===== src/hdl/cft_pkg.sv =====
// Shared types, constants and arithmetic helpers of the circle fan tessellator.
package cft_pkg;

  localparam int DETAIL_LEVELS  = 7;
  localparam int UNIT_FRAC_BITS = 14;

  localparam int COORD_W  = 24;
  localparam int RADIUS_W = 16;
  localparam int COLOR_W  = 32;
  localparam int LEVEL_W  = 3;
  localparam int SEG_W    = 6;
  localparam int ANGLE_W  = 7;
  localparam int SINE_IDX_W = 5;

  // Angles are counted in steps of 5 degrees; a quarter turn is 18 steps.
  localparam int QUARTER   = 18;
  localparam int FULL_TURN = 4 * QUARTER;

  localparam int UNIT_W = UNIT_FRAC_BITS + 2;
  localparam int PROD_W = UNIT_W + RADIUS_W + 1;
  localparam int SUM_W  = COORD_W + 2;

  localparam int QUEUE_DEPTH = 2;  // power of two, pointers wrap naturally
  localparam int QPTR_W = $clog2(QUEUE_DEPTH);

  typedef logic signed [COORD_W-1:0] coord_t;
  typedef logic [RADIUS_W-1:0]       radius_t;
  typedef logic [COLOR_W-1:0]        color_t;
  typedef logic [LEVEL_W-1:0]        level_t;
  typedef logic [SEG_W-1:0]          seg_t;
  typedef logic [ANGLE_W-1:0]        angle_t;
  typedef logic signed [UNIT_W-1:0]  unit_t;
  typedef logic signed [PROD_W-1:0]  prod_t;

  localparam radius_t MIN_RADIUS = 16'd90;

  typedef radius_t bound_tab_t [0:DETAIL_LEVELS-2];
  localparam bound_tab_t LEVEL_BOUND = '{16'd564, 16'd1280, 16'd2304,
                                         16'd3840, 16'd7168, 16'd10240};

  typedef seg_t seg_tab_t [0:DETAIL_LEVELS-1];
  localparam seg_tab_t SEG_COUNT = '{6'd4, 6'd6, 6'd8, 6'd12, 6'd18, 6'd24, 6'd36};

  // Angle advance per segment, 72 / segment count.
  typedef angle_t step_tab_t [0:DETAIL_LEVELS-1];
  localparam step_tab_t ANGLE_STEP = '{7'd18, 7'd12, 7'd9, 7'd6, 7'd4, 7'd3, 7'd2};

  // sin(5*k degrees) scaled by 1e9, k = 0..18.
  typedef int unsigned sine_e9_t [0:QUARTER];
  localparam sine_e9_t SINE_E9 = '{
    0, 87155743, 173648178, 258819045, 342020143, 422618262,
    500000000, 573576436, 642787610, 707106781, 766044443,
    819152044, 866025404, 906307787, 939692621, 965925826,
    984807753, 996194698, 1000000000};

  localparam longint unsigned Billion = 64'd1000000000;
  localparam longint unsigned HalfBillion = 64'd500000000;

  typedef unit_t sine_tab_t [0:QUARTER];

  // Quarter-wave table, rounded to nearest in Q1.UNIT_FRAC_BITS.
  function automatic sine_tab_t build_sine();
    sine_tab_t t;
    longint unsigned v;
    for (int j = 0; j <= QUARTER; j++) begin
      v = (64'(SINE_E9[j]) << UNIT_FRAC_BITS) + HalfBillion;
      t[j] = UNIT_W'(v / Billion);
    end
    return t;
  endfunction

  localparam sine_tab_t SINE_Q = build_sine();

  typedef struct packed {
    unit_t c;
    unit_t s;
  } unit_vec_t;

  typedef struct packed {
    coord_t  cx;
    coord_t  cy;
    radius_t r;
    color_t  rgba;
    level_t  level;
  } circle_entry_t;

  typedef struct packed {
    logic can_push;
    logic has_item;
  } queue_stat_t;

  localparam logic signed [PROD_W:0]  ROUND_HALF = (PROD_W+1)'(1 << (UNIT_FRAC_BITS - 1));
  localparam logic signed [SUM_W-1:0] SAT_HI = SUM_W'((1 << (COORD_W - 1)) - 1);
  localparam logic signed [SUM_W-1:0] SAT_LO = -SUM_W'(1 << (COORD_W - 1));

  // A radius below a bound belongs to the lower level.
  function automatic level_t level_of(radius_t r);
    level_t lv;
    lv = '0;
    for (int j = 0; j < DETAIL_LEVELS - 1; j++) begin
      if (r >= LEVEL_BOUND[j]) lv = LEVEL_W'(j + 1);
    end
    return lv;
  endfunction

  // Unit vector at angle k (5-degree steps, 0 up to a full turn minus one).
  function automatic unit_vec_t unit_vec(angle_t k);
    logic [1:0] q;
    logic [SINE_IDX_W-1:0] rr;
    unit_t c0;
    unit_t s0;
    unit_vec_t v;
    if (k >= ANGLE_W'(3 * QUARTER)) begin
      q = 2'd3;
      rr = SINE_IDX_W'(k - ANGLE_W'(3 * QUARTER));
    end else if (k >= ANGLE_W'(2 * QUARTER)) begin
      q = 2'd2;
      rr = SINE_IDX_W'(k - ANGLE_W'(2 * QUARTER));
    end else if (k >= ANGLE_W'(QUARTER)) begin
      q = 2'd1;
      rr = SINE_IDX_W'(k - ANGLE_W'(QUARTER));
    end else begin
      q = 2'd0;
      rr = SINE_IDX_W'(k);
    end
    c0 = SINE_Q[SINE_IDX_W'(QUARTER) - rr];
    s0 = SINE_Q[rr];
    unique case (q)
      2'd0: begin v.c = c0;  v.s = s0;  end
      2'd1: begin v.c = -s0; v.s = c0;  end
      2'd2: begin v.c = -c0; v.s = -s0; end
      2'd3: begin v.c = s0;  v.s = -c0; end
    endcase
    return v;
  endfunction

  // Round the offset to Q.8 with ties upward, add the center and saturate.
  function automatic coord_t vertex(coord_t c, prod_t p);
    logic signed [PROD_W:0] pr;
    logic signed [SUM_W-1:0] s;
    pr = {p[PROD_W-1], p} + ROUND_HALF;
    pr = pr >>> UNIT_FRAC_BITS;
    s = SUM_W'(pr) + SUM_W'(c);
    if (s > SAT_HI) s = SAT_HI;
    if (s < SAT_LO) s = SAT_LO;
    return COORD_W'(s);
  endfunction

endpackage


===== src/hdl/cft_queue.sv =====
// Short FIFO of classified circles between the front and back ends.
module cft_queue (
  input  logic                   clk,
  input  logic                   rst,
  input  logic                   push,
  input  cft_pkg::circle_entry_t push_data,
  input  logic                   pop,
  output cft_pkg::circle_entry_t head,
  output cft_pkg::queue_stat_t   q_stat
);

  cft_pkg::circle_entry_t            mem [cft_pkg::QUEUE_DEPTH];
  logic [cft_pkg::QPTR_W-1:0]        wr_ptr;
  logic [cft_pkg::QPTR_W-1:0]        rd_ptr;
  logic [cft_pkg::QPTR_W:0]          count;
  logic                              do_push;
  logic                              do_pop;

  assign q_stat.can_push = (count != (cft_pkg::QPTR_W + 1)'(cft_pkg::QUEUE_DEPTH));
  assign q_stat.has_item = (count != '0);
  assign do_push = push && q_stat.can_push;
  assign do_pop  = pop && q_stat.has_item;
  assign head    = mem[rd_ptr];

  always_ff @(posedge clk) begin
    if (rst) begin
      wr_ptr <= '0;
      rd_ptr <= '0;
      count  <= '0;
    end else begin
      if (do_push) wr_ptr <= wr_ptr + 1'b1;
      if (do_pop)  rd_ptr <= rd_ptr + 1'b1;
      unique case ({do_push, do_pop})
        2'b10:   count <= count + 1'b1;
        2'b01:   count <= count - 1'b1;
        default: count <= count;
      endcase
    end
  end

  always_ff @(posedge clk) begin
    if (do_push) mem[wr_ptr] <= push_data;
  end

endmodule


===== config.mk =====
export PLATFORM = sky130hd
export DESIGN_NAME = cft_queue
export DESIGN_NICKNAME = d
export VERILOG_FILES = /design/src/hdl/cft_pkg.sv /design/src/hdl/cft_queue.sv
export SDC_FILE = /design/constraint.sdc
export NUM_CORES = 1
export LEC_CHECK = 0
export BUFFER_PORTS_ARGS = -buffer_cell sky130_fd_sc_hd__buf_4
export CORE_UTILIZATION = 25
export CTS_BUF_LIST = sky130_fd_sc_hd__clkbuf_16
export DETAILED_ROUTE_END_ITERATION = 12
export GPL_ROUTABILITY_DRIVEN = 0
export SLEW_MARGIN = 20
export SYNTH_ARGS = -nofsm -noshare
export SYNTH_HDL_FRONTEND = slang
export SYNTH_SLANG_ARGS = --single-unit
export TNS_END_PERCENT = 10

===== constraint.sdc =====
create_clock -name clk -period 7.8 [get_ports clk]
set_input_delay 0.39 -clock clk [delete_from_list [all_inputs] [get_ports clk]]
set_output_delay 0.39 -clock clk [all_outputs]
set_load 0.03 [all_outputs]

==> reports/metrics.csv <==
stage,metric,value,unit
run_status,status,completed,
pwr,Total Power,3.54,mW
floorplan,die height,173,um
worst_setup_path,critical-path cell list,"buf_4, mux2_2, buf_4",
worst_setup_path,nature of the critical path endpoint,primary output,
synthesis,Yosys top cell area share,0.809,
sta,Least-Margin Pin Slew,0.811,ns
pwr,clock network fraction of design power,0.270,
sta,clock skew,0.00864,ns
floorplan,Die X,173,um
hold_path,hold path start,push_data[98],
pwr,Lkg Pwr,3.64,nW
floorplan,Rows,62,
pwr,PwrDens,354,nW/um^2
sta,RSZ-0062 raised after global routing,no,
sta,fmax,327,MHz
global_route,first-pass GRT wire length,22.6,mm
worst_setup_path,slowest library cell on the worst path,dfxtp_4,
cts,Max clock buf depth,3,
floorplan,Initial Util,0.255,
routing,drc violations,0,
global_route,initial antenna violation count,0,
cells_and_area,register area,6050,um^2
sta,Final Setup Violations,0,
hold_path,Hold WC Path Type,primary input to flip-flop,
routing,DRT Pass-1 Iters,4,
global_route,largest net degree at the start of global routing,58,
global_route,vias in the first global route,4107,
routing,via count,3748,
cts,htree depth,1,
placement,DP HPWL,9.27,mm
cts,CTS Buf Count,23,
synthesis,Mapped Avg Cell Area,22.1,um^2
worst_setup_path,required time of the critical path,7.41,ns
pwr,Internal,2.40,mW
routing,final WL,14.7,mm
sta,setup TNS,0,ns
sta,"Slew Viols, Final",0,
cts,post-cts sizing count,0,
placement,Buffers on Ports,203,
worst_setup_path,cell mode on critical path,buf_4,
synthesis,cells after synthesis,332,
worst_setup_path,Worst R2R Start,count[0],
worst_setup_path,slowest cell delay on critical path,0.75,ns
pwr,Sequential Power Share,0.410,
sta,post-route minimum period,3.06,ns
cts,Post-CTS Repair Setup Buffers,0,
worst_setup_path,Setup Crit Path Kind,flip-flop to primary output,
flow_run,Max-Cap Viols,0,
global_route,GRT Total Usage,0.0966,
worst_setup_path,CP startpoint kind,flip-flop,
synthesis,Post-synth EDFFs,198,
cts,CTS tree,built,
cells_and_area,Synth-to-Final Area Change,35.8,%
cells_and_area,antenna cells,0,
pwr,Peak VDD IR,248,uV
sta,period utilization,0.392,
cells_and_area,# fillers,2732,
cts,clock slew at the register clock pins of the worst setup and hold paths,0.06,ns
sta,relative slew slack,0.460,
sta,endpoints failing hold,0,
synthesis,ys flop type,edfxtp_1,
routing,routed length per placed instance,15.5,um
synthesis,"area leader, netlist",edfxtp_1,
synthesis,ranking of synthesized cells by area,"edfxtp_1 (81%), mux2_2 (15%), dfxtp_1 (1.4%), buf_2 (0.61%), buf_6 (0.31%)",
cts,cts hold-fix bufs,0,
cts,clk_lat worst skew,0.50,ns
synthesis,most frequent cell after synthesis,edfxtp_1,
floorplan,Top Ports,204,
worst_setup_path,Worst Path Arrival,2.67,ns
synthesis,Post-synth ARST share,0,
synthesis,"Seq/Total Area, Yosys",0.822,
cells_and_area,share of layout cells above drive strength 1,0.594,
global_route,GRT overflow,0,
routing,DRC marker count from the first detailed-route iteration,214,
synthesis,Cell variety after synth,20,
routing,vias per cell,3.95,
pwr,P_sw,1.13,mW
cells_and_area,multi-input logic area,1240,um^2
cells_and_area,Final #Nets,656,
pwr,Sw Share,0.320,
floorplan,die outline area,30100,um^2
cts,clock sinks,203,
worst_setup_path,peak fanout along the critical path,53,
synthesis,syn_nets,436,
floorplan,core area,28800,um^2
pwr,Logic pwr share,0.321,
synthesis,YS warnings,0,
synthesis,synth cell count leaders,"edfxtp_1 (198), mux2_2 (99), buf_2 (9)",
cts,CTS Root Cell,clkbuf_16,
synthesis,register bit total from synthesis,203,
synthesis,Synth Cell Area,7350,um^2
routing,antenna-violating nets left,0,
flip-flops by register name (all words and copies together), names as in the netlist, named ones only:
| name | flops |
|---|---|
| wr_ptr | 1 |
| mem | 198 |
| count | 2 |
| rd_ptr | 1 |
power groups by stage:
| stage | clock, mW | combinational (mW) | sequential, mW |
|---|---|---|---|
| final | 0.954 | 1.13 | 1.45 |
| after global routing | 1.02 | 1.20 | 1.47 |
| after CTS | 0.992 | 1.16 | 1.45 |
| after detailed placement | 0 | 1.16 | 1.48 |
| after global placement | 0 | 1.15 | 1.47 |
| after floorplan | 0 | 0.781 | 1.44 |
critical path, delay by kind of cell (launching register included):
family                 cells  cell delay (ns)
buffers and inverters      2             0.86
DFF                        1             0.75
muxes                      1             0.43
per-stage QoR:
stage / area [um^2] / utilization / hold WS, ns / setup WS, ns / std cells
floorplan: 7350 / - / 0.459 / 4.16 / 332
global placement: 9320 / 0.324 / 0.501 / 5.20 / 911
detailed placement: 9320 / 0.324 / 0.507 / 5.18 / 911
CTS: 9980 / 0.347 / 0.0400 / 4.63 / 948
global route: 9980 / 0.347 / 0.0457 / 4.53 / 948
finish: 9980 / 0.347 / 0.0722 / 4.74 / 948
placed cells by master, fill, tap and decap left out, types with 2 or more instances in the layout:
cell type / count
a21oi_1: 2
clkinv_1: 6
inv_1: 6
dfxtp_1: 4
buf_4: 206
clkbuf_16: 23
edfxtp_1: 198
mux2_2: 99
xnor2_1: 2
nor2_1: 3
final timing paths:
kind	end	slack, ns	depth (start not counted)
hold reg to reg	rd_ptr	0.52	2
hold / removal	mem[0][98]	0.07	1
setup / recovery	head[18]	4.74	3
setup reg to reg	mem[0][53]	5.31	4
cell families (layout without fill, tap and decap cells):
logic type / Yosys count / count (layout) / synth area share
adders and majority gates: 1 / 1 / 0.00170
and+or+nand+nor: 9 / 9 / 0.00647
muxes: 99 / 99 / 0.152
xor gates and xnor gates: 3 / 3 / 0.00358
buffers and inverters: 12 / 244 / 0.00970
DFF: 203 / 203 / 0.822
AOI/OAI and AO/OA: 5 / 5 / 0.00443
per-layer routing:
| layer | global-route usage | vias up | wire (um) |
|---|---|---|---|
| met2 | 0.171 | 124 | 7370 |
| met4 | 0.0336 | 0 | 401 |
| met3 | 0.0322 | 32 | 1190 |
| li1 | - | 1753 | - |
| met5 | 0 | - | 0 |
| met1 | 0.108 | 1839 | 5720 |
layout make-up:
| type | instances | share of cell area |
|---|---|---|
| Sequential cell | 203 | 0.606 |
| Inverter | 1 | 0.000627 |
| Timing Repair Buffer | 206 | 0.155 |
| Clock buffer | 23 | 0.0577 |
| Clock inverter | 14 | 0.00827 |
| Tap cell | 384 | 0.0481 |
| Multi-Input combinational cell | 117 | 0.124 |
No activity file was read; power rests on OpenSTA's default activity.
