==> config.mk <==
export PLATFORM = sky130hd
export DESIGN_NAME = cft_front_flat
export DESIGN_NICKNAME = d
export VERILOG_FILES = /design/src/hdl/cft_pkg.sv /design/src/hdl/cft_circle_if.sv /design/src/hdl/cft_front.sv /design/src/flat_wrapper.sv
export SDC_FILE = /design/constraint.sdc
export NUM_CORES = 1
export LEC_CHECK = 0
export BUFFER_PORTS_ARGS = -buffer_cell sky130_fd_sc_hd__buf_4
export CAP_MARGIN = 20
export CORE_MARGIN = 2
export CORE_UTILIZATION = 45
export DETAILED_ROUTE_END_ITERATION = 8
export PLACE_DENSITY = 0.84
export SYNTH_ARGS = -nofsm -noshare
export SYNTH_HDL_FRONTEND = slang
export SYNTH_SLANG_ARGS = --single-unit
==> constraint.sdc <==
create_clock -name clk -period 18.1 [get_ports clk]
set_input_delay 3.62 -clock clk [delete_from_list [all_inputs] [get_ports clk]]
set_output_delay 3.62 -clock clk [all_outputs]
set_load 0.02 [all_outputs]
==> src/hdl/cft_pkg.sv <==
// Shared types, constants and arithmetic helpers of the circle fan tessellator.
package cft_pkg;

  localparam int DETAIL_LEVELS  = 7;
  localparam int UNIT_FRAC_BITS = 14;

  localparam int COORD_W  = 24;
  localparam int RADIUS_W = 16;
  localparam int COLOR_W  = 32;
  localparam int LEVEL_W  = 3;
  localparam int SEG_W    = 6;
  localparam int ANGLE_W  = 7;
  localparam int SINE_IDX_W = 5;

  // Angles are counted in steps of 5 degrees; a quarter turn is 18 steps.
  localparam int QUARTER   = 18;
  localparam int FULL_TURN = 4 * QUARTER;

  localparam int UNIT_W = UNIT_FRAC_BITS + 2;
  localparam int PROD_W = UNIT_W + RADIUS_W + 1;
  localparam int SUM_W  = COORD_W + 2;

  localparam int QUEUE_DEPTH = 2;  // power of two, pointers wrap naturally
  localparam int QPTR_W = $clog2(QUEUE_DEPTH);

  typedef logic signed [COORD_W-1:0] coord_t;
  typedef logic [RADIUS_W-1:0]       radius_t;
  typedef logic [COLOR_W-1:0]        color_t;
  typedef logic [LEVEL_W-1:0]        level_t;
  typedef logic [SEG_W-1:0]          seg_t;
  typedef logic [ANGLE_W-1:0]        angle_t;
  typedef logic signed [UNIT_W-1:0]  unit_t;
  typedef logic signed [PROD_W-1:0]  prod_t;

  localparam radius_t MIN_RADIUS = 16'd90;

  typedef radius_t bound_tab_t [0:DETAIL_LEVELS-2];
  localparam bound_tab_t LEVEL_BOUND = '{16'd564, 16'd1280, 16'd2304,
                                         16'd3840, 16'd7168, 16'd10240};

  typedef seg_t seg_tab_t [0:DETAIL_LEVELS-1];
  localparam seg_tab_t SEG_COUNT = '{6'd4, 6'd6, 6'd8, 6'd12, 6'd18, 6'd24, 6'd36};

  // Angle advance per segment, 72 / segment count.
  typedef angle_t step_tab_t [0:DETAIL_LEVELS-1];
  localparam step_tab_t ANGLE_STEP = '{7'd18, 7'd12, 7'd9, 7'd6, 7'd4, 7'd3, 7'd2};

  // sin(5*k degrees) scaled by 1e9, k = 0..18.
  typedef int unsigned sine_e9_t [0:QUARTER];
  localparam sine_e9_t SINE_E9 = '{
    0, 87155743, 173648178, 258819045, 342020143, 422618262,
    500000000, 573576436, 642787610, 707106781, 766044443,
    819152044, 866025404, 906307787, 939692621, 965925826,
    984807753, 996194698, 1000000000};

  localparam longint unsigned Billion = 64'd1000000000;
  localparam longint unsigned HalfBillion = 64'd500000000;

  typedef unit_t sine_tab_t [0:QUARTER];

  // Quarter-wave table, rounded to nearest in Q1.UNIT_FRAC_BITS.
  function automatic sine_tab_t build_sine();
    sine_tab_t t;
    longint unsigned v;
    for (int j = 0; j <= QUARTER; j++) begin
      v = (64'(SINE_E9[j]) << UNIT_FRAC_BITS) + HalfBillion;
      t[j] = UNIT_W'(v / Billion);
    end
    return t;
  endfunction

  localparam sine_tab_t SINE_Q = build_sine();

  typedef struct packed {
    unit_t c;
    unit_t s;
  } unit_vec_t;

  typedef struct packed {
    coord_t  cx;
    coord_t  cy;
    radius_t r;
    color_t  rgba;
    level_t  level;
  } circle_entry_t;

  typedef struct packed {
    logic can_push;
    logic has_item;
  } queue_stat_t;

  localparam logic signed [PROD_W:0]  ROUND_HALF = (PROD_W+1)'(1 << (UNIT_FRAC_BITS - 1));
  localparam logic signed [SUM_W-1:0] SAT_HI = SUM_W'((1 << (COORD_W - 1)) - 1);
  localparam logic signed [SUM_W-1:0] SAT_LO = -SUM_W'(1 << (COORD_W - 1));

  // A radius below a bound belongs to the lower level.
  function automatic level_t level_of(radius_t r);
    level_t lv;
    lv = '0;
    for (int j = 0; j < DETAIL_LEVELS - 1; j++) begin
      if (r >= LEVEL_BOUND[j]) lv = LEVEL_W'(j + 1);
    end
    return lv;
  endfunction

  // Unit vector at angle k (5-degree steps, 0 up to a full turn minus one).
  function automatic unit_vec_t unit_vec(angle_t k);
    logic [1:0] q;
    logic [SINE_IDX_W-1:0] rr;
    unit_t c0;
    unit_t s0;
    unit_vec_t v;
    if (k >= ANGLE_W'(3 * QUARTER)) begin
      q = 2'd3;
      rr = SINE_IDX_W'(k - ANGLE_W'(3 * QUARTER));
    end else if (k >= ANGLE_W'(2 * QUARTER)) begin
      q = 2'd2;
      rr = SINE_IDX_W'(k - ANGLE_W'(2 * QUARTER));
    end else if (k >= ANGLE_W'(QUARTER)) begin
      q = 2'd1;
      rr = SINE_IDX_W'(k - ANGLE_W'(QUARTER));
    end else begin
      q = 2'd0;
      rr = SINE_IDX_W'(k);
    end
    c0 = SINE_Q[SINE_IDX_W'(QUARTER) - rr];
    s0 = SINE_Q[rr];
    unique case (q)
      2'd0: begin v.c = c0;  v.s = s0;  end
      2'd1: begin v.c = -s0; v.s = c0;  end
      2'd2: begin v.c = -c0; v.s = -s0; end
      2'd3: begin v.c = s0;  v.s = -c0; end
    endcase
    return v;
  endfunction

  // Round the offset to Q.8 with ties upward, add the center and saturate.
  function automatic coord_t vertex(coord_t c, prod_t p);
    logic signed [PROD_W:0] pr;
    logic signed [SUM_W-1:0] s;
    pr = {p[PROD_W-1], p} + ROUND_HALF;
    pr = pr >>> UNIT_FRAC_BITS;
    s = SUM_W'(pr) + SUM_W'(c);
    if (s > SAT_HI) s = SAT_HI;
    if (s < SAT_LO) s = SAT_LO;
    return COORD_W'(s);
  endfunction

endpackage

==> src/hdl/cft_circle_if.sv <==
// Input channel interface: one circle per transfer.
interface cft_circle_if;
  logic                valid;
  logic                ready;
  cft_pkg::coord_t     center_x;
  cft_pkg::coord_t     center_y;
  cft_pkg::radius_t    radius;
  cft_pkg::color_t     rgba;

  modport source (output valid, center_x, center_y, radius, rgba, input ready);
  modport sink   (input valid, center_x, center_y, radius, rgba, output ready);
endinterface

==> src/hdl/cft_front.sv <==
// Front end: takes circles, drops tiny ones and picks the level of detail.
module cft_front (
  input  logic                   clk,
  input  logic                   rst,
  cft_circle_if.sink             circles,
  input  cft_pkg::queue_stat_t   q_stat,
  output logic                   push,
  output cft_pkg::circle_entry_t push_data
);

  logic                   held_valid;
  cft_pkg::circle_entry_t held;
  logic                   take;
  logic                   keep;

  assign push      = held_valid && q_stat.can_push;
  assign push_data = held;

  assign circles.ready = !held_valid || q_stat.can_push;
  assign take = circles.valid && circles.ready;
  assign keep = take && (circles.radius >= cft_pkg::MIN_RADIUS);

  always_ff @(posedge clk) begin
    if (rst) begin
      held_valid <= 1'b0;
    end else if (keep) begin
      held_valid <= 1'b1;
    end else if (push) begin
      held_valid <= 1'b0;
    end
  end

  always_ff @(posedge clk) begin
    if (keep) begin
      held.cx    <= circles.center_x;
      held.cy    <= circles.center_y;
      held.r     <= circles.radius;
      held.rgba  <= circles.rgba;
      held.level <= cft_pkg::level_of(circles.radius);
    end
  end

endmodule

==> src/flat_wrapper.sv <==
// flat-port wrapper written by rule: the top's interface ports become plain ports
module cft_front_flat 
  (clk, rst, q_stat, push, push_data, circles_valid, circles_center_x, circles_center_y, circles_radius, circles_rgba, circles_ready);
  cft_circle_if circles_i ();
  input  logic clk;
  input  logic rst;
  input  cft_pkg::queue_stat_t q_stat;
  output logic push;
  output cft_pkg::circle_entry_t push_data;
  input wire logic [$bits(circles_i.valid)-1:0] circles_valid;
  input wire logic [$bits(circles_i.center_x)-1:0] circles_center_x;
  input wire logic [$bits(circles_i.center_y)-1:0] circles_center_y;
  input wire logic [$bits(circles_i.radius)-1:0] circles_radius;
  input wire logic [$bits(circles_i.rgba)-1:0] circles_rgba;
  output wire logic [$bits(circles_i.ready)-1:0] circles_ready;
  assign circles_i.valid = circles_valid;
  assign circles_i.center_x = circles_center_x;
  assign circles_i.center_y = circles_center_y;
  assign circles_i.radius = circles_radius;
  assign circles_i.rgba = circles_rgba;
  assign circles_ready = circles_i.ready;
  cft_front u_core (.clk(clk), .rst(rst), .circles(circles_i), .q_stat(q_stat), .push(push), .push_data(push_data));
endmodule
==> flow_summary.toml, run 1 <==
[critical_path]
crit_path_end_kind = "output port"
rr_worst_depth = 4
cp.required_ps = 14480
cp_max_fo = 4
critPathSlowestCell = "nand2b_1"
crit_path_start_kind = "primary input"
worstPathCellList = "buf_4 -> nand2b_1 -> buf_4"
critPathArrivalTime_ps = 4120
crit_top_cell = "buf_4"
cp_slowest_stage_delay_ps = 190
critPathKind = "in -> out"

[cts]
cts_tree = "done"
tritoncts.num_buffers = 9
htreeDepth = 3
post_cts_buffers = 0
clock-sinks = 100
clock_latency_ps = 340
holdBufCountCts = 0
clockBufferDepth = 2
root_buffer = "clkbuf_8"
ctsResizeCount = 0
path_clk_slew_ps = 90

[floorplanning]
start_util_pct = 46.8
die_h_um = 88.3
die_w_um = 88.3
io_pins = 202
dieArea_um2 = 7790
core_area_um2 = 6830
num_rows = 30

[grt]
grt_max_degree = 88
grt_pass1_vias = 2149
antenna_found_initial = 0
gr-total-overflow = 0
grt_pass1_wl_um = 11100
grt_util_all_layers_pct = 19.7

[synthesis]
synth_edf_count = 99
synthSimpleGateAreaFrac_pct = 3.37
synth-seq-cells = 100
ys_seq_area_share_pct = 93.7
synthCells = 129
yosys.area_share.adder_pct = 0
muxShareOfSynthArea_pct = 0
synth_compound_area_share_pct = 2.86
synth_top_family_by_area = "simple AND/OR/NAND/NOR gates"
synthXorXnorAreaFrac_pct = 0
avgSynthCellArea_um2 = 24.8
syn_area_um2 = 3200
synth.distinct_cells = 25
synth_flop_cell = "edfxtp_1"
async_flop_share_pct = 0
yosys_warnings = 0
synth_nets = 230

[layout]
layout_commonest_cell = "buf_4"
fin_util_pct = 73.8
layout_common_cells = "201 x buf_4, 99 x edfxtp_1, 9 x clkbuf_8"
area_growth_pct = 57.8
fillers = 425
antennaDiodeCount = 0
layout-drive-gt1-share_pct = 63.9
nets = 442

[timing]
fmax_mhz = 129
slew_headroom_pct = 29.1
fin_skew_ps = 9.85
setup_viol = 0
fin_crit_ps = 7740
fin_crit_sh_pct = 42.7
rsz0062_at_grt = "false"
setup_slack_ps = 10360
holdWs_ps = 623
finalMaxSlewViolations = 0
tns_ps = 0
tightest_slew_ps = 1060
hold_viol = 0

[hold_path]
min_path_type = "reg -> reg"
hold_depth = 2

[place]
dp_slack_ps = 10360
place_congestion = 0.782
post-dp-hpwl_um = 6110
io_buffers = 200

[run_status]
status = "complete, no violations"

[power_and_ir_drop]
leakage_nw = 2.10
powerDensity_nw_per_um2 = 95.0
peakVddDrop_uv = 67.4

[routing]
wl_per_cell_um = 18.0
viasPerCell = 4.77
routed_wl_um = 7940
drc = 0
vias = 2108
drtIter0Drc = 108
drt_first_pass_iters = 4
postRouteAntennaNets = 0

[job]
cap_violations = 0
==> synth_stat cells, types with 2 or more instances <==
| cell | n | area (µm²) |
|---|---|---|
| edfxtp_1 | 99 | 2970 |
| nand2_1 | 2 | 7.51 |
| nor2_1 | 2 | 7.51 |
| o211a_1 | 2 | 20.0 |
| o211ai_1 | 2 | 15.0 |
| o21ai_0 | 3 | 15.0 |
==> state kept, by name, indices dropped and copies added, names as in the netlist <==
register and cells:
u_core.push_data 99, u_core.held_valid 1
==> final timing paths <==
check | from | endpoint | slack [ps]
hold / removal | u_core.held_valid$_SDFFE_PP0P_ | u_core.held_valid$_SDFFE_PP0P_ | 620
setup / recovery | q_stat[1] | circles_ready | 10360
setup reg to reg | u_core.held_valid$_SDFFE_PP0P_ | u_core.push_data[79]$_DFFE_PP_ | 15680
hold reg to reg | u_core.held_valid$_SDFFE_PP0P_ | u_core.held_valid$_SDFFE_PP0P_ | 620
==> power breakdown <==
group / internal [W] / total, W / switching (W) / leakage [nW]
Clock: 0.0000647 / 0.000140 / 0.0000754 / 0.100
Combinational: 0.0000302 / 0.0000642 / 0.0000339 / 1.04
Sequential: 0.000271 / 0.000274 / 0.00000373 / 0.963
Total: 0.000366 / 0.000479 / 0.000113 / 2.10
==> layer usage <==
metal  global-route usage [%]  vias to the layer above  wire length (µm)
li1                         -                      957                 -
met1                     20.7                     1023              2500
met2                     35.7                      120              4430
met3                     8.68                        8               930
met4                     5.92                        0                78
met5                        0                        -                 0
==> cell families after synthesis <==
family / count (synthesis)
compound gates: 12
buf+inv: 1
simple gates: 16
flops: 100
==> area by class of cell <==
type                            instances  area, µm²  area share, %
Inverter                                1       3.75         0.0745
Multi-Input combinational cell         28        218           4.32
Sequential cell                       100       2990           59.4
Tap cell                               96        120           2.38
Timing Repair Buffer                  201       1510           29.9
Clock inverter                          7       73.8           1.46
Clock buffer                            9        124           2.46
==> stage by stage <==
step,std cells,power [W],cell area [µm²]
2_1_floorplan,129,0.000306,3200
3_3_place_gp,426,0.000342,4840
3_5_place_dp,426,0.000344,4840
4_1_cts,442,0.000482,5040
5_1_grt,442,0.000493,5040
6_report,442,0.000479,5040
==> critical path, delay by kind of cell <==
family                 cells  cell delay (ps)
buffers and inverters      2              300
AND/OR/NAND/NOR            1              190
Note: power is estimated with default switching activity, not from simulation.
==> run 2, diff against run 1 <==
--- a/config.mk
+++ b/config.mk
@@ -8,9 +8,9 @@
 export BUFFER_PORTS_ARGS = -buffer_cell sky130_fd_sc_hd__buf_4
 export CAP_MARGIN = 20
 export CORE_MARGIN = 2
-export CORE_UTILIZATION = 45
+export CORE_UTILIZATION = 38
 export DETAILED_ROUTE_END_ITERATION = 8
-export PLACE_DENSITY = 0.84
+export PLACE_DENSITY = 0.76
 export SYNTH_ARGS = -nofsm -noshare
 export SYNTH_HDL_FRONTEND = slang
 export SYNTH_SLANG_ARGS = --single-unit
==> constraint.sdc (replaced) <==
create_clock -name clk -period 7 [get_ports clk]
set_input_delay 1.4 -clock clk [delete_from_list [all_inputs] [get_ports clk]]
set_output_delay 1.4 -clock clk [all_outputs]
set_load 0.02 [all_outputs]
==> run 2 against run 1 <==
Largest power group unchanged. Non-clock buffer count grew 1. Critical path type unchanged. Clock skew is essentially flat. Core utilization shrank 12 points.
==> flow_summary.toml, run 2 (synthesized netlist as in run 1, its figures left out) <==
[run_status]
status = "complete, no violations"

[floorplanning]
io_pins = 202
num_rows = 33
dieArea_um2 = 9160
core_area_um2 = 8180
die_w_um = 95.7
die_h_um = 95.7
start_util_pct = 39.1

[cts]
path_clk_slew_ps = 80
post_cts_buffers = 0
holdBufCountCts = 0
clock_latency_ps = 350
root_buffer = "clkbuf_8"
clockBufferDepth = 2
tritoncts.num_buffers = 9
ctsResizeCount = 0
cts_tree = "done"
htreeDepth = 3
clock-sinks = 100

[layout]
layout-drive-gt1-share_pct = 63.6
antennaDiodeCount = 0
nets = 443
largest_reg_flops = 99
layout_common_cells = "202 x buf_4, 99 x edfxtp_1, 9 x clkbuf_8"
fillers = 643
area_growth_pct = 58.0
stdcell_area_um2 = 5050
layout_commonest_cell = "buf_4"

[grt]
grt_max_degree = 62
grt_busiest_layer = "met2"
gr-usage-met1_pct = 16.9
antenna_found_initial = 0
grt_util_all_layers_pct = 15.3
gr-usage-met2_pct = 27.7
grt_pass1_wl_um = 10100
grt_pass1_vias = 1973
gr-total-overflow = 0
use_met3_pct = 4.70

[job]
cap_violations = 0

[critical_path]
cp_max_fo = 4
worstPathCellList = "buf_4 -> nand2b_1 -> buf_4"
cp.required_ps = 5600
cp_slowest_stage_delay_ps = 170
crit_path_start_kind = "primary input"
crit_top_cell = "buf_4"
crit_path_end_kind = "output port"
critPathArrivalTime_ps = 1860
critPathKind = "in -> out"
critPathSlowestCell = "nand2b_1"

[routing]
wl_per_cell_um = 16.7
postRouteAntennaNets = 0
routed_wl_um = 7520
drc = 0
drt_first_pass_iters = 4
drtIter0Drc = 73
viasPerCell = 4.58
vias = 2066

[power_and_ir_drop]
leakage_nw = 2.10
peakVddDrop_uv = 91.9
power.total_w = 0.00122
powerDensity_nw_per_um2 = 242

[timing]
rsz0062_at_grt = "false"
fin_crit_ps = 3260
finalMaxSlewViolations = 0
fin_crit_sh_pct = 46.6
tightest_slew_ps = 746
fin_skew_ps = 9.43
setup_viol = 0
tns_ps = 0
fmax_mhz = 307
hold_viol = 0
slew_headroom_pct = 50.3

[place]
post-dp-hpwl_um = 5760
io_buffers = 200
place_congestion = 0.719
dpl_cell_area_um2 = 4860

[hold_path]
min_path_type = "reg -> reg"
==> run 2: cell count changes in the layout (fill, tap and decap cells not counted) <==
cell / change
buf_4: +1
inv_6: -1
clkinv_1: +1
clkinv_2: -1
==> run 2: worst max-delay path, delay by kind of cell <==
kind / cells / cell delay [ps]
buf+inv: 2 / 280
simple gates: 1 / 170
==> run 2: path summary, 6_finish.rpt <==
| path | endpoint | depth (start not counted) | slack (ps) | start |
|---|---|---|---|---|
| worst min-delay path | u_core.held_valid$_SDFFE_PP0P_ | 2 | 580 | u_core.held_valid$_SDFFE_PP0P_ |
| worst max register to register | u_core.push_data[42]$_DFFE_PP_ | 5 | 4730 | u_core.held_valid$_SDFFE_PP0P_ |
| worst max-delay path | circles_ready | 3 | 3740 | q_stat[1] |
| worst min register to register | u_core.held_valid$_SDFFE_PP0P_ | 2 | 580 | u_core.held_valid$_SDFFE_PP0P_ |
==> run 2: through the flow <==
| stage | hold slack [ps] | setup slack, ps | std cells | utilization (%) |
|---|---|---|---|---|
| after floorplan | 679 | 1890 | 129 | - |
| after global placement | 555 | 3570 | 436 | 59.5 |
| after detailed placement | 565 | 3530 | 436 | 59.5 |
| after CTS | 585 | 3740 | 451 | 61.8 |
| after global routing | 638 | 3710 | 451 | 61.8 |
| final | 578 | 3740 | 451 | 61.8 |
==> run 2: cell type report <==
class                           count  area (µm²)  area share, %
Sequential cell                   100        2990           59.3
Timing Repair Buffer              202        1520           30.0
Multi-Input combinational cell     28         218           4.31
Tap cell                          105         131           2.60
Clock buffer                        9         124           2.45
Clock inverter                      6        63.8           1.26
Inverter                            1        3.75         0.0743
==> run 2: report_power, final <==
part / leakage (nW) / total (W) / internal (W) / switching [W]
Clock: 0.0931 / 0.000350 / 0.000163 / 0.000186
Combinational: 1.05 / 0.000164 / 0.0000786 / 0.0000849
Sequential: 0.963 / 0.000709 / 0.000700 / 0.00000944
==> run 2: routing by layer <==
layer  vias to the layer above  wire, µm
li1                        954         -
met1                       998      2560
met2                       107      4130
met3                         7       762
met4                         0        66
met5                         -         0
==> run 3, diff against run 2 <==
--- a/config.mk
+++ b/config.mk
@@ -8,9 +8,9 @@
 export BUFFER_PORTS_ARGS = -buffer_cell sky130_fd_sc_hd__buf_4
 export CAP_MARGIN = 20
 export CORE_MARGIN = 2
-export CORE_UTILIZATION = 38
+export CORE_UTILIZATION = 42
 export DETAILED_ROUTE_END_ITERATION = 8
-export PLACE_DENSITY = 0.76
+export PLACE_DENSITY = 0.79
 export SYNTH_ARGS = -nofsm -noshare
 export SYNTH_HDL_FRONTEND = slang
 export SYNTH_SLANG_ARGS = --single-unit
==> constraint.sdc (replaced) <==
create_clock -name clk -period 3.1 [get_ports clk]
set_input_delay 0.62 -clock clk [delete_from_list [all_inputs] [get_ports clk]]
set_output_delay 0.62 -clock clk [all_outputs]
set_load 0.02 [all_outputs]
==> run 3 against run 2 <==
First-iteration DRC count is 48% higher. Worst hold slack worse by 150 ps. Count of clock-buffer cells in the layout is 2 higher. Critical path type is now in -> reg. Final cell count is 1.1% lower. Sequential power is 130% higher. Flip-flop and latch count stayed put. Register-to-register slack worse by 3400 ps.
==> flow_summary.toml, run 3 (synthesized netlist as in run 1, its figures left out) <==
[run_status]
status = "complete, no violations"

[power_and_ir_drop]
swShare_pct = 23.1
pwr-share-clk_pct = 28.7
combPwrFrac_pct = 13.7
p_int_w = 0.00214
switching_power_w = 0.000643
peakVddDrop_uv = 234
power.total_w = 0.00278
leakage_nw = 2.12
seqPwrFrac_pct = 57.6
powerDensity_nw_per_um2 = 548

[critical_path]
crit_top_cell = "buf_4"
crit_path_start_kind = "primary input"
cp_slowest_stage_delay_ps = 510
critPathKind = "in -> reg"
worstPathCellList = "buf_4 -> nor4_1 -> a41oi_4 -> buf_4 -> buf_16"
crit_path_end_kind = "flip-flop"
critPathSlowestCell = "nor4_1"
cp.required_ps = 3160
rrSetupSlack_ps = 1370
cp_max_fo = 72
critPathArrivalTime_ps = 2010

[timing]
hold_viol = 0
tightest_slew_ps = 535
finalMaxSlewViolations = 0
fin_skew_ps = 11.1
tns_ps = 0
rsz0062_at_grt = "false"
setup_viol = 0
holdWs_ps = 430
fmax_mhz = 513
slew_headroom_pct = 64.0
fin_crit_ps = 1950
fin_crit_sh_pct = 62.9

[place]
place_congestion = 0.736
io_buffers = 200
post-dp-hpwl_um = 6490

[cts]
post_cts_buffers = 0
clock-sinks = 100
root_buffer = "clkbuf_8"
clockBufferDepth = 2
clock_latency_ps = 350
htreeDepth = 3
tritoncts.num_buffers = 9
holdBufCountCts = 0
cts_tree = "done"
ctsResizeCount = 0
path_clk_slew_ps = 80

[routing]
viasPerCell = 4.78
postRouteAntennaNets = 0
route.met3.wl_um = 724
dr.max_layer_used = "met4"
routed_wl_um = 8500
wl_met2_um = 4560
drt_first_pass_iters = 4
wl_met1_um = 3080
wl_per_cell_um = 19.1
drtIter0Drc = 108
drc = 0
vias = 2130

[layout]
largest_reg_flops = 99
nets = 443
layout-drive-gt1-share_pct = 64.0
layout_commonest_cell = "buf_4"
layout_common_cells = "201 x buf_4, 99 x edfxtp_1, 9 x clkbuf_8"
area_growth_pct = 58.8
antennaDiodeCount = 0

[grt]
grt_pass1_wl_um = 12200
gr-total-overflow = 0
grt_max_degree = 100
grt_util_all_layers_pct = 19.9
grt_pass1_vias = 2070
antenna_found_initial = 0

[floorplanning]
die_h_um = 91.2
num_rows = 31
io_pins = 202
die_w_um = 91.2
dieArea_um2 = 8320
start_util_pct = 43.8
core_area_um2 = 7290

[hold_path]
min_path_type = "in -> reg"

[job]
cap_violations = 0
run 3: cell count changes in the layout (fill, tap and decap cells not counted), sizes merged:
cell	change
clkbuf	+2
clkinv	-1
run 3: final timing paths:
kind                                                     start  depth (start not counted)                        endpoint
worst max-delay path                        circles_radius[10]                          5  u_core.push_data[72]$_DFFE_PP_
worst min-delay path                                       rst                          2  u_core.held_valid$_SDFFE_PP0P_
worst max register to register  u_core.held_valid$_SDFFE_PP0P_                          5  u_core.push_data[72]$_DFFE_PP_
worst min register to register  u_core.held_valid$_SDFFE_PP0P_                          2  u_core.held_valid$_SDFFE_PP0P_
run 3: stage by stage:
step / setup slack [ps] / util [%] / instances / area [µm²]
after floorplan: -32.5 / - / 129 / 3220
after global placement: 640 / 66.6 / 429 / 4860
after detailed placement: 605 / 66.6 / 429 / 4860
after CTS: 983 / 69.2 / 445 / 5050
after global routing: 1040 / 69.6 / 446 / 5080
final: 1150 / 69.6 / 446 / 5080
run 3: routing by layer:
| layer | GRT usage (%) | vias to the layer above |
|---|---|---|
| met5 | 0 | - |
| met4 | 7.83 | 0 |
| met3 | 7.05 | 14 |
| met2 | 35.4 | 122 |
| met1 | 21.6 | 1036 |
| li1 | - | 958 |
run 3: final cells by class:
| class | instances | area [µm²] |
|---|---|---|
| flip-flops and latches | 100 | 2990 |
| fillers | 513 | 2220 |
| repair buffers | 202 | 1540 |
| multi-input cells | 28 | 228 |
| clock buffers | 11 | 131 |
| well taps | 99 | 124 |
| clock inverters | 5 | 60.1 |
| inverters | 1 | 3.75 |
run 3: worst max-delay path: cells and delay by family:
family / cells / cell delay, ps
compound gates: 1 / 150
simple gates: 1 / 510
buf+inv: 3 / 700
run 3: power groups by stage:
stage / Sequential (W) / Combinational [W] / Clock (W)
floorplan: 0.00174 / 0.0000405 / 0
global placement: 0.00163 / 0.000370 / 0
detailed placement: 0.00164 / 0.000379 / 0
CTS: 0.00160 / 0.000380 / 0.000816
global route: 0.00161 / 0.000398 / 0.000861
finish: 0.00160 / 0.000382 / 0.000798
